$ cat src/rtl/core/typed_fifo_with_unique_push_and_purge_defines.svh
// Assertion macros for the typed FIFO.
`ifndef TYPED_FIFO_WITH_UNIQUE_PUSH_AND_PURGE_DEFINES_SVH
`define TYPED_FIFO_WITH_UNIQUE_PUSH_AND_PURGE_DEFINES_SVH
// Implication checked on every rising edge outside reset.
`define TF_ASSERT_IMP(label, clk, rstn, ante, cons, msg) \
    label: assert property (@(posedge clk) disable iff (!rstn) (ante) |-> (cons)) \
        else $error(msg);
// Next-cycle implication checked outside reset.
`define TF_ASSERT_NXT(label, clk, rstn, ante, cons, msg) \
    label: assert property (@(posedge clk) disable iff (!rstn) (ante) |=> (cons)) \
        else $error(msg);
`endif

$ cat src/rtl/core/tfq_pkg.sv
// Package: opcodes, states and defaults for the typed FIFO.
package tfq_pkg;
    localparam int DefDepth       = 16;
    localparam int DefTypeBits    = 8;
    localparam int DefPayloadBits = 32;
    localparam int OutTypeBits    = 8;
    localparam int OutPayloadBits = 32;
    localparam int CountBits      = 5;

    typedef enum logic [2:0] {
        OP_PUSH   = 3'd0,
        OP_POP    = 3'd1,
        OP_DROP   = 3'd2,
        OP_UPUSH  = 3'd3,
        OP_PURGE  = 3'd4,
        OP_FLUSH  = 3'd5,
        OP_RSVD6  = 3'd6,
        OP_RSVD7  = 3'd7
    } op_t;

    typedef enum logic [2:0] {
        ST_IDLE,
        ST_POPRD,
        ST_SCAN,
        ST_RESULT
    } state_t;
endpackage

$ cat src/rtl/core/typed_fifo_with_unique_push_and_purge.sv
// Typed FIFO with push, pop, drop, unique push, purge and flush.
// Push, drop, flush, invalid ops and unique push when full give a result word in the
// cycle after accept; pop first passes ST_POPRD for the registered memory read; unique
// push and purge scan held entries, one per cycle through the single read port.
// One request in flight; the next word is accepted the cycle after the result is taken.
// Reset (aresetn low, synchronous): empty queue, capacity 16; store contents undefined.
module typed_fifo_with_unique_push_and_purge #(
    parameter int DEPTH        = tfq_pkg::DefDepth,
    parameter int TYPE_BITS    = tfq_pkg::DefTypeBits,
    parameter int PAYLOAD_BITS = tfq_pkg::DefPayloadBits
) (
    input  logic        aclk,
    input  logic        aresetn,
    input  logic        cfg_we,
    input  logic [4:0]  cfg_wdata,     // capacity
    input  logic        s_tvalid,
    output logic        s_tready,
    // [2:0] op, [TYPE_BITS+2:3] entry type, then entry payload; zero filled to bytes
    input  logic [((3+TYPE_BITS+PAYLOAD_BITS+7)/8)*8-1:0] s_tdata,
    output logic        m_tvalid,
    input  logic        m_tready,
    // [0] ok, [8:1] out_type, [40:9] out_payload, [45:41] fill_count,
    // [46] is_empty, [47] is_full
    output logic [47:0] m_tdata
);
    import tfq_pkg::*;

    localparam int AW = $clog2(DEPTH);
    localparam int CW = $clog2(DEPTH+1);
    localparam int EW = TYPE_BITS + PAYLOAD_BITS;

    // entry store: one write port, one registered read port
    logic [EW-1:0] mem [DEPTH];
    logic          mem_we;
    logic [AW-1:0] mem_wa, mem_ra;
    logic [EW-1:0] mem_wd, mem_rd;

    always_ff @(posedge aclk) begin
        if (mem_we) begin
            mem[mem_wa] <= mem_wd;
        end
        mem_rd <= mem[mem_ra];
    end

    state_t state_reg, state_next;
    logic [AW-1:0] head_reg, head_next, tail_reg, tail_next;
    logic [AW-1:0] rd_reg, rd_next, wr_reg, wr_next;
    logic [CW-1:0] cnt_reg, cnt_next, left_reg, left_next, kept_reg, kept_next;
    logic [4:0]    cap_reg;
    logic [CW-1:0] eff_cap;
    op_t           op_reg, op_next;
    logic [TYPE_BITS-1:0]    typ_reg, typ_next;
    logic [PAYLOAD_BITS-1:0] pay_reg, pay_next;
    logic          hit_reg, hit_next, rdv_reg, rdv_next;
    logic          ok_reg, ok_next;
    logic [OutTypeBits-1:0]    ot_reg, ot_next;
    logic [OutPayloadBits-1:0] opay_reg, opay_next;

    logic [2:0] in_op;
    logic [TYPE_BITS-1:0] in_type;
    logic [PAYLOAD_BITS-1:0] in_pay;
    logic [TYPE_BITS-1:0] rd_type;
    logic [CountBits-1:0] fc;

    assign in_op   = s_tdata[2:0];
    assign in_type = s_tdata[3 +: TYPE_BITS];
    assign in_pay  = s_tdata[3+TYPE_BITS +: PAYLOAD_BITS];
    assign rd_type = mem_rd[PAYLOAD_BITS +: TYPE_BITS];

    // clamp capacity to [1, DEPTH]
    always_comb begin
        if (cap_reg == 5'd0) begin
            eff_cap = CW'(1);
        end else if (32'(cap_reg) > DEPTH) begin
            eff_cap = CW'(DEPTH);
        end else begin
            eff_cap = CW'(cap_reg);
        end
    end

    function automatic logic [AW-1:0] wrap(input logic [AW-1:0] i);
        wrap = (32'(i) + 1 >= DEPTH) ? '0 : AW'(32'(i) + 1);
    endfunction

    assign s_tready = (state_reg == ST_IDLE);
    assign m_tvalid = (state_reg == ST_RESULT);
    assign fc       = CountBits'(cnt_reg);
    assign m_tdata  = {fc == CountBits'(eff_cap), cnt_reg == '0, fc, opay_reg, ot_reg, ok_reg};

    always_comb begin
        state_next = state_reg;
        head_next = head_reg; tail_next = tail_reg; cnt_next = cnt_reg;
        rd_next = rd_reg; wr_next = wr_reg; left_next = left_reg; kept_next = kept_reg;
        op_next = op_reg; typ_next = typ_reg; pay_next = pay_reg;
        hit_next = hit_reg; rdv_next = 1'b0;
        ok_next = ok_reg; ot_next = ot_reg; opay_next = opay_reg;
        mem_we = 1'b0; mem_wa = tail_reg; mem_wd = {typ_reg, pay_reg};
        mem_ra = rd_reg;
        unique case (state_reg)
            ST_IDLE: begin
                mem_ra = head_reg;
                if (s_tvalid) begin
                    op_next = op_t'(in_op); typ_next = in_type; pay_next = in_pay;
                    ok_next = 1'b0; ot_next = '0; opay_next = '0;
                    state_next = ST_RESULT;
                    case (op_t'(in_op)) inside
                        OP_PUSH: begin
                            if (cnt_reg < eff_cap) begin
                                mem_we = 1'b1; mem_wa = tail_reg;
                                mem_wd = {in_type, in_pay};
                                tail_next = wrap(tail_reg);
                                cnt_next = cnt_reg + 1'b1; ok_next = 1'b1;
                            end
                        end
                        OP_POP: begin
                            if (cnt_reg != '0) begin
                                state_next = ST_POPRD;
                            end
                        end
                        OP_DROP: begin
                            if (cnt_reg != '0) begin
                                head_next = wrap(head_reg);
                                cnt_next = cnt_reg - 1'b1; ok_next = 1'b1;
                            end
                        end
                        OP_UPUSH, OP_PURGE: begin
                            if (op_t'(in_op) == OP_UPUSH && cnt_reg >= eff_cap) begin
                                state_next = ST_RESULT;
                            end else begin
                                rd_next = head_reg; wr_next = head_reg;
                                left_next = cnt_reg; kept_next = '0;
                                hit_next = 1'b0; state_next = ST_SCAN;
                            end
                        end
                        OP_FLUSH: begin
                            head_next = '0; tail_next = '0; cnt_next = '0; ok_next = 1'b1;
                        end
                        default: ;
                    endcase
                end
            end
            ST_POPRD: begin
                ot_next = OutTypeBits'(rd_type);
                opay_next = OutPayloadBits'(mem_rd[PAYLOAD_BITS-1:0]);
                head_next = wrap(head_reg);
                cnt_next = cnt_reg - 1'b1; ok_next = 1'b1;
                state_next = ST_RESULT;
            end
            ST_SCAN: begin
                // rd issues a read each cycle; rdv marks data for the entry before
                mem_ra = rd_reg;
                if (rdv_reg) begin
                    if (op_reg == OP_PURGE) begin
                        if (rd_type != typ_reg) begin
                            mem_we = 1'b1; mem_wa = wr_reg; mem_wd = mem_rd;
                            wr_next = wrap(wr_reg); kept_next = kept_reg + 1'b1;
                        end
                    end else if (rd_type == typ_reg) begin
                        hit_next = 1'b1;
                    end
                end
                if (left_reg != '0) begin
                    rd_next = wrap(rd_reg); left_next = left_reg - 1'b1; rdv_next = 1'b1;
                end else if (!rdv_reg) begin
                    state_next = ST_RESULT;
                    if (op_reg == OP_PURGE) begin
                        tail_next = wr_reg; cnt_next = kept_reg; ok_next = 1'b1;
                    end else if (!hit_reg) begin
                        mem_we = 1'b1; mem_wa = tail_reg; mem_wd = {typ_reg, pay_reg};
                        tail_next = wrap(tail_reg);
                        cnt_next = cnt_reg + 1'b1; ok_next = 1'b1;
                    end
                end else begin
                    rdv_next = 1'b0;
                end
            end
            ST_RESULT: begin
                if (m_tready) state_next = ST_IDLE;
            end
            default: state_next = ST_IDLE;
        endcase
        // a purge write goes behind the read pointer, so reads never see stale data
        if (cfg_we) begin
            head_next = '0; tail_next = '0; cnt_next = '0;
        end
    end

    always_ff @(posedge aclk) begin
        if (!aresetn) begin
            state_reg <= ST_IDLE;
            head_reg <= '0; tail_reg <= '0; cnt_reg <= '0;
            cap_reg <= 5'd16; rdv_reg <= 1'b0;
        end else begin
            state_reg <= state_next;
            head_reg <= head_next; tail_reg <= tail_next; cnt_reg <= cnt_next;
            rdv_reg <= rdv_next;
            if (cfg_we) cap_reg <= cfg_wdata;
        end
    end

    always_ff @(posedge aclk) begin
        rd_reg <= rd_next; wr_reg <= wr_next; left_reg <= left_next;
        kept_reg <= kept_next; op_reg <= op_next; typ_reg <= typ_next;
        pay_reg <= pay_next; hit_reg <= hit_next; ok_reg <= ok_next;
        ot_reg <= ot_next; opay_reg <= opay_next;
    end

`include "typed_fifo_with_unique_push_and_purge_defines.svh"

    `TF_ASSERT_IMP(a_cnt_le_cap, aclk, aresetn, 1'b1, cnt_reg <= eff_cap, "count above capacity")
    `TF_ASSERT_IMP(a_rdy_xor_vld, aclk, aresetn, 1'b1, !(s_tready && m_tvalid), "ready with result")
    `TF_ASSERT_NXT(a_pop_ok, aclk, aresetn, state_reg == ST_POPRD, m_tvalid && ok_reg, "pop lost")
endmodule
$ cat config.mk
export PLATFORM = sky130hd
export DESIGN_NAME = typed_fifo_with_unique_push_and_purge
export DESIGN_NICKNAME = d
export VERILOG_FILES = /design/src/rtl/core/tfq_pkg.sv /design/src/rtl/core/typed_fifo_with_unique_push_and_purge.sv
export VERILOG_INCLUDE_DIRS = /design/src /design/src/rtl/core
export SDC_FILE = /design/constraint.sdc
export NUM_CORES = 1
export LEC_CHECK = 0
export BUFFER_PORTS_ARGS = -buffer_cell sky130_fd_sc_hd__buf_2
export CAP_MARGIN = 0
export CORE_MARGIN = 2
export CORE_UTILIZATION = 56
export DETAILED_ROUTE_END_ITERATION = 10
export PLACE_DENSITY = 0.74
export SLEW_MARGIN = 20
export SYNTH_ARGS = -nofsm -noshare
export SYNTH_HDL_FRONTEND = slang
export SYNTH_SLANG_ARGS = --single-unit
$ cat constraint.sdc
create_clock -name aclk -period 3.9 [get_ports aclk]
set_input_delay 0 -clock aclk [delete_from_list [all_inputs] [get_ports aclk]]
set_output_delay 0 -clock aclk [all_outputs]
set_load 0.03 [all_outputs]
Word-level counts from Yosys, hierarchy flattened
Memories as Yosys holds them, arrays and structs flattened. A register that Yosys moved wholly into a read port is not among the register bits.
Index checks and enable logic that the tools add are counted.
- output and inout port bits: 50
- register bits: 125
- memories kept: 1
- bits in writable memories: 640
- memory list (memory ; depth ; width ; rd ports ; clocked after Yosys merged registers in ; write ports ; line ; source):
    mem ; 16 ; 40 ; 1 ; 1 ; 1 ; typed_fifo_with_unique_push_and_purge.sv:33 ; logic [EW-1:0] mem [DEPTH];
- eq/ne operators: 39
- reduce and logical (&&, ||, !) cells: 23
- mux-type cells: 138
- $lt $le $gt $ge: 7
- bitwise operators: 1
- add/subtract/negate cells: 8
- operators with widths (cell ; count):
    40-bit two-way mux ; 10
    4-bit two-way mux ; 39
    5-bit two-way mux ; 30
    32-bit by 5-bit greater-or-equal comparator with 1-bit output, second input constant ; 4
    40-bit case mux with 2 select lines ; 1
    32-bit case mux with 2 select lines ; 1
    10-bit AND reduction ; 4
    1-bit two-way mux ; 36
    32-bit two-way mux ; 1
    4-bit case mux with 2 select lines ; 4
    2-bit inequality test, second input constant ; 13
    4-bit by 1-bit adder with 5-bit output, second input constant ; 4
    5-bit case mux with 2 select lines ; 2
    3-bit inequality test, second input constant ; 6
    8-bit case mux with 2 select lines ; 1
    5-bit case mux with 3 select lines ; 1
    3-bit by 2-bit == test with 1-bit output, second input constant ; 4
    3-bit two-way mux ; 4
    3-bit case mux with 4 select lines ; 1
    5-bit by 1-bit adder with 5-bit output, second input constant ; 2
    5-bit logical NOT ; 2
    5-bit nonzero test ; 2
    5-bit by 1-bit subtractor with 5-bit output, second input constant ; 2
    3-bit == test, second input constant ; 3
    27 further kinds ; 39

Depth between registers and ports, before layout
Gate-level depths: netlist of the first run.
- depth in word-level cells: 12
- depth in mapped cells: 11

Worst setup path after synthesis of the first run
No wires, ideal clock.
- path kind: reg-to-reg
- start point: register cnt_reg[1]
- end point: memory mem[13][0] in the netlist's numbering (enable)
- cell stages (with the launch flop): 8
- buffers on the path: 1
- required time: 3449 ps
- slack: -545 ps
- clock period less this slack: 4445 ps
- arrival time: 3994 ps
- path through: dfxtp_1 > ha_1 > nor2b_1 > o31ai_1 > and4_1 > clkbuf_2 > o2111ai_1 > a21oi_1
- cells in the longest elaborated chain, start to end: 7
- ends and longest elaborated chain (item ; line ; source):
    start, declared ; typed_fifo_with_unique_push_and_purge.sv:48 ; logic [CW-1:0] cnt_reg, cnt_next, left_reg, left_next, kept_reg, kept_next;
    start signal, assigned ; typed_fifo_with_unique_push_and_purge.sv:195 ; head_reg <= head_next; tail_reg <= tail_next; cnt_reg <= cnt_next;
    5-bit less-than comparator ; typed_fifo_with_unique_push_and_purge.sv:108 ; if (cnt_reg < eff_cap) begin
    1-bit two-way mux ; typed_fifo_with_unique_push_and_purge.sv:108 ;
    1-bit two-way mux ; typed_fifo_with_unique_push_and_purge.sv:106 ; case (op_t'(in_op)) inside
    1-bit two-way mux ; typed_fifo_with_unique_push_and_purge.sv:102 ; if (s_tvalid) begin
    1-bit case mux with 2 select lines ; typed_fifo_with_unique_push_and_purge.sv:99 ; unique case (state_reg)
    1-bit two-way mux ; typed_fifo_with_unique_push_and_purge.sv:39 ; if (mem_we) begin
    1-bit two-way mux (not written as such) ; typed_fifo_with_unique_push_and_purge.sv:40 ; mem[mem_wa] <= mem_wd;
    end, declared ; typed_fifo_with_unique_push_and_purge.sv:33 ;
Every way passes these cells.

Worst setup path in the final report of the first run
- start point: register typ_reg[6]
- end point: memory mem[3][30] in the netlist's numbering (enable)
- cells in the longest elaborated chain, start to end: 11
- elaborated cells on any way between the ends: 19
- those cells by class: eq/ne: 1; mux: 18
- ends and longest elaborated chain (item ; line ; source):
    start, declared ; typed_fifo_with_unique_push_and_purge.sv:52 ; logic [TYPE_BITS-1:0] typ_reg, typ_next;
    start signal, assigned ; typed_fifo_with_unique_push_and_purge.sv:203 ; kept_reg <= kept_next; op_reg <= op_next; typ_reg <= typ_next;
    8-bit inequality test (*) ; typed_fifo_with_unique_push_and_purge.sv:154 ; if (rd_type != typ_reg) begin
    1-bit two-way mux ; typed_fifo_with_unique_push_and_purge.sv:154 ;
    1-bit two-way mux ; typed_fifo_with_unique_push_and_purge.sv:153 ; if (op_reg == OP_PURGE) begin
    1-bit two-way mux ; typed_fifo_with_unique_push_and_purge.sv:152 ; if (rdv_reg) begin
    1-bit two-way mux ; typed_fifo_with_unique_push_and_purge.sv:168 ; end else if (!hit_reg) begin
    1-bit two-way mux ; typed_fifo_with_unique_push_and_purge.sv:166 ; if (op_reg == OP_PURGE) begin
    1-bit two-way mux ; typed_fifo_with_unique_push_and_purge.sv:164 ; end else if (!rdv_reg) begin
    1-bit two-way mux ; typed_fifo_with_unique_push_and_purge.sv:162 ; if (left_reg != '0) begin
    1-bit case mux with 2 select lines ; typed_fifo_with_unique_push_and_purge.sv:99 ;
    1-bit two-way mux ; typed_fifo_with_unique_push_and_purge.sv:39 ;
    1-bit two-way mux (not written as such) ; typed_fifo_with_unique_push_and_purge.sv:40 ;
Mark *: on every way between the ends. The rest lies on a longest branch, timed or not.

==> results.md, run 1 <==
- CTS resizes: 0
- Overall Global Routing Usage: 26.8%
- Slew of the pin with the lowest slew margin: 1000 ps
- DR vias/cell: 6.51
- RR Startpoint: typ_reg[6]$_DFFE_PP_
- HP Start: s_tdata[27]
- Max-Cap Viols: 0
- Clk network pwr share: 27.4%
- Commonest non-fill, non-tap cell in the layout: edfxtp_1
- Reg power frac: 44.0%
- DRC errors left: 0
- Die Y: 245 um
- Die ar.: 0.0599 mm2
- Critical-path cell list: xor2_1, nor4_4, a21o_1, mux2i_1, a21oi_4, buf_12
- DR pass1 iterations: 5
- Worst-Skew Late Latency: 630 ps
- Final Hold Slack: 105 ps
- Fmax: 291 MHz
- Vias: 18.2k
- CTS max path bufs: 3
- Seq/Total Area, Yosys: 72.5%
- Reg with most FFs: mem
- Commonest register cell after synthesis: edfxtp_1
- Ant diodes: 0
- I/O Buffers: 102
- Initial core utilization: 56.5%
- CP Max Fanout: 29
- Hold EP: pay_reg[16]$_DFFE_PP_
- DP HPWL: 42,400 um
- Crit Path Class: reg2reg
- Cell Int Power: 18.7 mW
- Top Layer Used: met4
- Max rail drop VDD: 0.000520 V
- Total wire length: 78,700 um
- Root Driver: clkbuf_16
- Syn_area_per_cell: 18.3 um2
- RePlAce Congestion: 0.887
- Share of cells above drive strength 1: 24.5%
- Reg2Reg Setup Slack: 470 ps
- Largest area contributor in the netlist: edfxtp_1
- Routed length per instance: 28.1 um
- IO Pins: 108
- Yosys warning total: 0
- Post-CTS Hold Fix Bufs: 64
- # clock sinks: 804
- Fin. Hold Viols: 0
- Largest net degree at the start of global routing: 69
- Mapped Cells: 1,769
- CTS tree: done
- Met3 wire len: 7440 um
- Hold Path Class: in2reg
- Min cycle time layout: 3430 ps
- Area of the multi-input gates: 0.00861 mm2
- Clock skew: 22.6 ps
- Initial antenna violation count: 0
- PD cells: 729 mW/mm2
- Crit path max-delay cell type: mux2i_1
- Post-CTS setup buffer count: 0
- Nets: 2,050
- Synth top area share: 68.8%
- Sw Ratio: 31.7%
- Worst-path clk slew: 60 ps
- Worst r2r path cells: 6
- Reg area: 0.0235 mm2
- Commonest cells after routing, fill and taps aside: edfxtp_1 (743), mux4_2 (160), buf_2 (102)
- Row count: 88
- Syn_nets: 1,845
- Layout fillers: 3,784
- Post-synth EDFFs: 743
- Post-Syn Area: 0.0324 mm2
- Crit end category: flop
- TritonCTS Buffers: 80
- Final Power: 27.4 mW
- Worst Path Arrival: 3770 ps
- Worst path max stage delay: 840 ps
- Largest registers: mem x640, mem_rd x40
- Net switching power: 8.71 mW
- Met2 wire len: 38,400 um
- GRT overflow: 0
- M1 WL: 31,000 um
- R2r endpoint: mem[3][30]$_DFFE_PP_
- Lkg Pwr: 12.6 nW
- Max Transition Viols Final: 0
- Worst EP required: 4240 ps
- Hold path cells: 2
- DRT iter0 DRCs: 1,940
- Synthesized flop and latch total: 804
- Final Cycle Share: 88.0%
- Largest cells by area after synthesis: edfxtp_1 (69%), mux4_2 (11%), dfxtp_1 (3.8%)
- Setup violators final: 0
- RSZ-0062 raised after global routing: false
- Worst setup SP type: flop
- CTS H-tree lvls: 3
- Combinational fraction of design power: 28.6%
- Status: completed
- Antenna Nets Post-Route: 0
- Synth-to-Final Area Change: 15.9%
- Yosys cell types: 69
- Total core area: 0.0575 mm2
- Max transition margin: 31.4%
- Die width: 245 um
- First-pass GRT wire length: 118,000 um
- Vias in the first global route: 18.6k
- Max reg flops: 640
- Ys async rst share: 0%
[stage by stage]
stage	utilization (%)	instances	cell area [um2]	setup TNS, ps	setup slack, ps
after floorplan	-	1769	32400	-348250	-545
after global placement	59.9	2593	34400	0	590
after detailed placement	59.9	2593	34400	0	515
after CTS	65.4	2804	37600	0	501
after global routing	65.4	2804	37600	0	375
final	65.4	2804	37600	0	468
[cell type report]
type / instances / area share (%)
flip-flops and latches: 804 / 62.6
multi-input cells: 837 / 22.9
clock buffers: 103 / 5.66
repair buffers: 231 / 4.99
well taps: 765 / 2.54
clock inverters: 44 / 1.14
inverters: 20 / 0.200
[cells in the mapped netlist (4+ instances only)]
cell and n:
mux2_2 7, xnor2_1 12, a31oi_1 13, clkbuf_1 59, nor2_1 28, xor2_1 17, a21boi_0 34, mux2i_1 22
nand2_1 86, inv_1 20, o31ai_1 4, a211oi_1 10, edfxtp_1 743, dfxtp_1 61, mux4_2 160, buf_2 27
a21boi_1 4, mux2_1 31, nor3_1 8, o21ai_0 44, a22oi_1 81, o2111ai_1 5, nand2b_1 8, buf_6 4
nand3_1 47, and2_1 48, a21oi_1 40, and3_1 4, ha_1 18, buf_1 5, nor2b_1 15, buf_4 12
a221o_1 40
[worst max-delay path: cells and delay by family, from the launching register on]
kind | cells | cell delay, ps
mux | 1 | 840
compound gates | 2 | 700
simple gates | 1 | 630
flops | 1 | 440
buf+inv | 1 | 280
xor+xnor | 1 | 200
[power by group through the flow]
stage               clock [mW]  combinational [mW]  sequential [mW]
detailed placement           0                7.75             12.2
global route              7.93                8.44             12.1
global placement             0                7.52             12.2
finish                    7.52                7.85             12.1
floorplan                    0                4.92             12.5
CTS                       7.62                7.85             12.0
[layer usage]
| metal | vias up | track usage, % |
|---|---|---|
| met5 | - | 0 |
| met4 | 0 | 8.57 |
| met3 | 138 | 5.29 |
| met2 | 1006 | 42.7 |
| met1 | 9487 | 37.7 |
| li1 | 7614 | - |
[cells by family (layout without fill, tap and decap cells)]
logic type               after synthesis  in the layout  share of synthesized area [%]
flip-flops                           804            804                           72.5
AO/OA/AOI/OAI                        298            298                           6.60
AND/OR/NAND/NOR                      271            271                           4.43
multiplexers                         221            221                           13.1
buffers and inverters                128            398                           1.82
XOR/XNOR                              29             29                          0.783
adder cells (fa/ha/maj)               18             18                          0.694
[how the worst max path moves through the flow]
stage | depth (start not counted) | slack, ps | start | to
3_5_place_dp | 6 | 510 | typ_reg[6]$_DFFE_PP_ | mem[3][30]$_DFFE_PP_
2_1_floorplan | 7 | -540 | cnt_reg[1]$_SDFFE_PP0P_ | mem[13][0]$_DFFE_PP_
6_report | 6 | 470 | typ_reg[6]$_DFFE_PP_ | mem[3][30]$_DFFE_PP_
5_1_grt | 10 | 370 | cap_reg[4]$_SDFFE_PN1P_ | left_reg[0]$_DFFE_PP_
3_3_place_gp | 6 | 590 | typ_reg[6]$_DFFE_PP_ | mem[3][38]$_DFFE_PP_
4_1_cts | 6 | 500 | typ_reg[6]$_DFFE_PP_ | mem[3][33]$_DFFE_PP_
No activity file was read; power rests on OpenSTA's default activity.
==> run 2: changes to the inputs <==
--- a/config.mk
+++ b/config.mk
@@ -8,3 +8,3 @@
 export LEC_CHECK = 0
-export BUFFER_PORTS_ARGS = -buffer_cell sky130_fd_sc_hd__buf_2
+export BUFFER_PORTS_ARGS = -buffer_cell sky130_fd_sc_hd__buf_4
 export CAP_MARGIN = 0
==> constraint.sdc (replaced) <==
create_clock -name aclk -period 3.9 [get_ports aclk]
set_input_delay 0.195 -clock aclk [delete_from_list [all_inputs] [get_ports aclk]]
set_output_delay 0.195 -clock aclk [all_outputs]
set_load 0.03 [all_outputs]
==> run 2 against run 1 <==
  * Combinational power rose by 2.9%
  * Cell count rose by 0.14%
  * Setup slack got worse by 13 ps
  * Worst hold slack got worse by 36 ps
  * Sequential power barely moved
  * First-iteration DRC count fell by 2.5%
  * Largest power group unchanged
  * Via count rose by 1.1%
  * Critical path depth rose by 2
  * Register-to-register slack barely moved
  * Clock-buffer cell count rose by 11
  * Clock skew rose by 6.6 ps
==> results.md, run 2 (synthesized netlist as in run 1, its figures left out) <==
- Status: completed
- Worst-path clk slew: 60 ps
- Reg power frac: 43.2%
- Combinational fraction of design power: 28.9%
- RSZ-0062 raised after global routing: false
- Final Power: 28.0 mW
- TritonCTS Buffers: 81
- Min cycle time layout: 3440 ps
- Die width: 245 um
- Reg2Reg Setup Slack: 460 ps
- Clk network pwr share: 28.0%
- Post-route cell area: 0.0380 mm2
- Reg area: 0.0235 mm2
- Total core area: 0.0575 mm2
- Crit path buf inv count: 2
- Root Driver: clkbuf_16
- CTS H-tree lvls: 3
- Layout fillers: 3,769
- Vias: 18.5k
- Crit end category: flop
- Routed length per instance: 29.0 um
- Crit path max-delay cell type: buf_4
- CP Depth: 8
- Largest net degree at the start of global routing: 63
- Net switching power: 8.78 mW
- RR Startpoint: cnt_reg[1]$_SDFFE_PP0P_
- R2r endpoint: wr_reg[2]$_DFFE_PP_
- DP HPWL: 43,600 um
- DR vias/cell: 6.57
- DRC errors left: 0
- Crit path max-delay family: compound AO/OA/AOI/OAI gates
- Lkg Pwr: 12.7 nW
- Critical path destination: wr_reg[2]$_DFFE_PP_
- Setup violators final: 0
- Die Y: 245 um
- Worst Path Arrival: 3780 ps
- Worst setup SP type: flop
- Share of cells above drive strength 1: 24.8%
- Final Util: 66.1%
- Crit Path Class: reg2reg
- Row count: 88
- IO Pins: 108
- Commonest cells after routing, fill and taps aside: edfxtp_1 (743), mux4_2 (160), buf_4 (154)
- Fin. Hold Viols: 0
- CP Max Fanout: 39
- Max-Cap Viols: 0
- Cell Int Power: 19.2 mW
- Antenna Nets Post-Route: 0
- CTS tree: done
- Synth-to-Final Area Change: 17.0%
- Fmax: 290 MHz
- Slew of the pin with the lowest slew margin: 932 ps
- Hold path cells: 4
- # clock sinks: 804
- Max Transition Viols Final: 0
- Worst-Skew Late Latency: 620 ps
- Vias in the first global route: 18.9k
- Final setup TNS: 0 ps
- Reg with most FFs: mem
- Worst r2r path cells: 8
- GRT overflow: 0
- CP dominant cell by count: buf_4
- Total wire length: 81,600 um
- Initial antenna violation count: 2
- Critical-path cell list: ha_1, nor2b_1, o31ai_4, buf_4, a31oi_1, nand2b_1, a21oi_1, buf_4
- I/O Buffers: 102
- First-pass GRT wire length: 121,000 um
- Final Hold Slack: 69.3 ps
- Placed instance area: 0.0347 mm2
- Overall Global Routing Usage: 27.7%
- Max reg flops: 640
- Clock skew: 29.3 ps
- DRT iter0 DRCs: 1,892
- Commonest non-fill, non-tap cell in the layout: edfxtp_1
- Area of the multi-input gates: 0.00861 mm2
- Hold Path Class: in2reg
- Final Cycle Share: 88.3%
- Max rail drop VDD: 0.000466 V
- Die ar.: 0.0599 mm2
- Initial core utilization: 56.5%
- DR pass1 iterations: 5
- Sw Ratio: 31.4%
- RePlAce Congestion: 0.839
- Max transition margin: 36.1%
- Nets: 2,051
- Largest registers: mem x640, mem_rd x40
- CTS max path bufs: 3
- Post-CTS setup buffer count: 0
- Worst EP required: 4230 ps
- PD cells: 737 mW/mm2
- Worst path max stage delay: 640 ps
- Critical Path Start: cnt_reg[1]$_SDFFE_PP0P_
## run 2: cell count changes in the layout (fill, tap and decap cells not counted), sizes merged
cell and delta:
diode +1, clkbuf +11, buf +5, bufinv +2
clkinv -6, inv -4, dlygate4sd3 -5
## run 2: stage by stage
step	std cells	setup slack, ps
after CTS	2807	489
after detailed placement	2598	496
final	2808	455
after global routing	2807	350
after global placement	2598	595
after floorplan	1769	-545
## run 2: cell type report
cell class,count,area share (%)
flip-flops and latches,804,62.0
repair buffers,231,5.55
well taps,765,2.52
clock inverters,36,1.07
diodes,1,0.00659
clock buffers,114,6.02
inverters,20,0.198
multi-input cells,837,22.7
## run 2: how the worst min path moves through the flow
stage | endpoint | from | slack, ps
after floorplan | op_reg[0]$_DFFE_PP_ | s_tdata[0] | 290
after global placement | pay_reg[16]$_DFFE_PP_ | s_tdata[27] | 380
after detailed placement | pay_reg[0]$_DFFE_PP_ | s_tdata[11] | 380
after CTS | ok_reg$_SDFFCE_PN1P_ | s_tvalid | 40
after global routing | state_reg[0]$_SDFFE_PN0P_ | m_tready | 120
final | state_reg[0]$_SDFFE_PN0P_ | m_tready | 70
## run 2: routing by layer
metal / vias up / wire length (um) / GRT usage [%]
met5: - / 0 / 0
met4: 0 / 2480 / 9.79
met3: 169 / 8290 / 5.07
met2: 1091 / 40000 / 45.1
met1: 9570 / 30800 / 37.9
li1: 7623 / - / -
## run 2: power groups by stage
stage	sequential, mW	combinational, mW	clock [mW]
finish	12.1	8.08	7.83
global route	12.2	8.63	8.27
CTS	12.1	8.08	7.93
detailed placement	12.2	7.97	0
global placement	12.2	7.71	0
floorplan	12.5	4.92	0
## run 2: what timing repair did
action	4_1_cts	5_1_grt
resized for setup	0	0
hold endpoints to repair	51	0
hold buffers	59	0
## run 2: worst min-delay path: stages
cell,delay (ps)
buf_4,110
inv_1,50
a221oi_1,100
o21ai_0,190
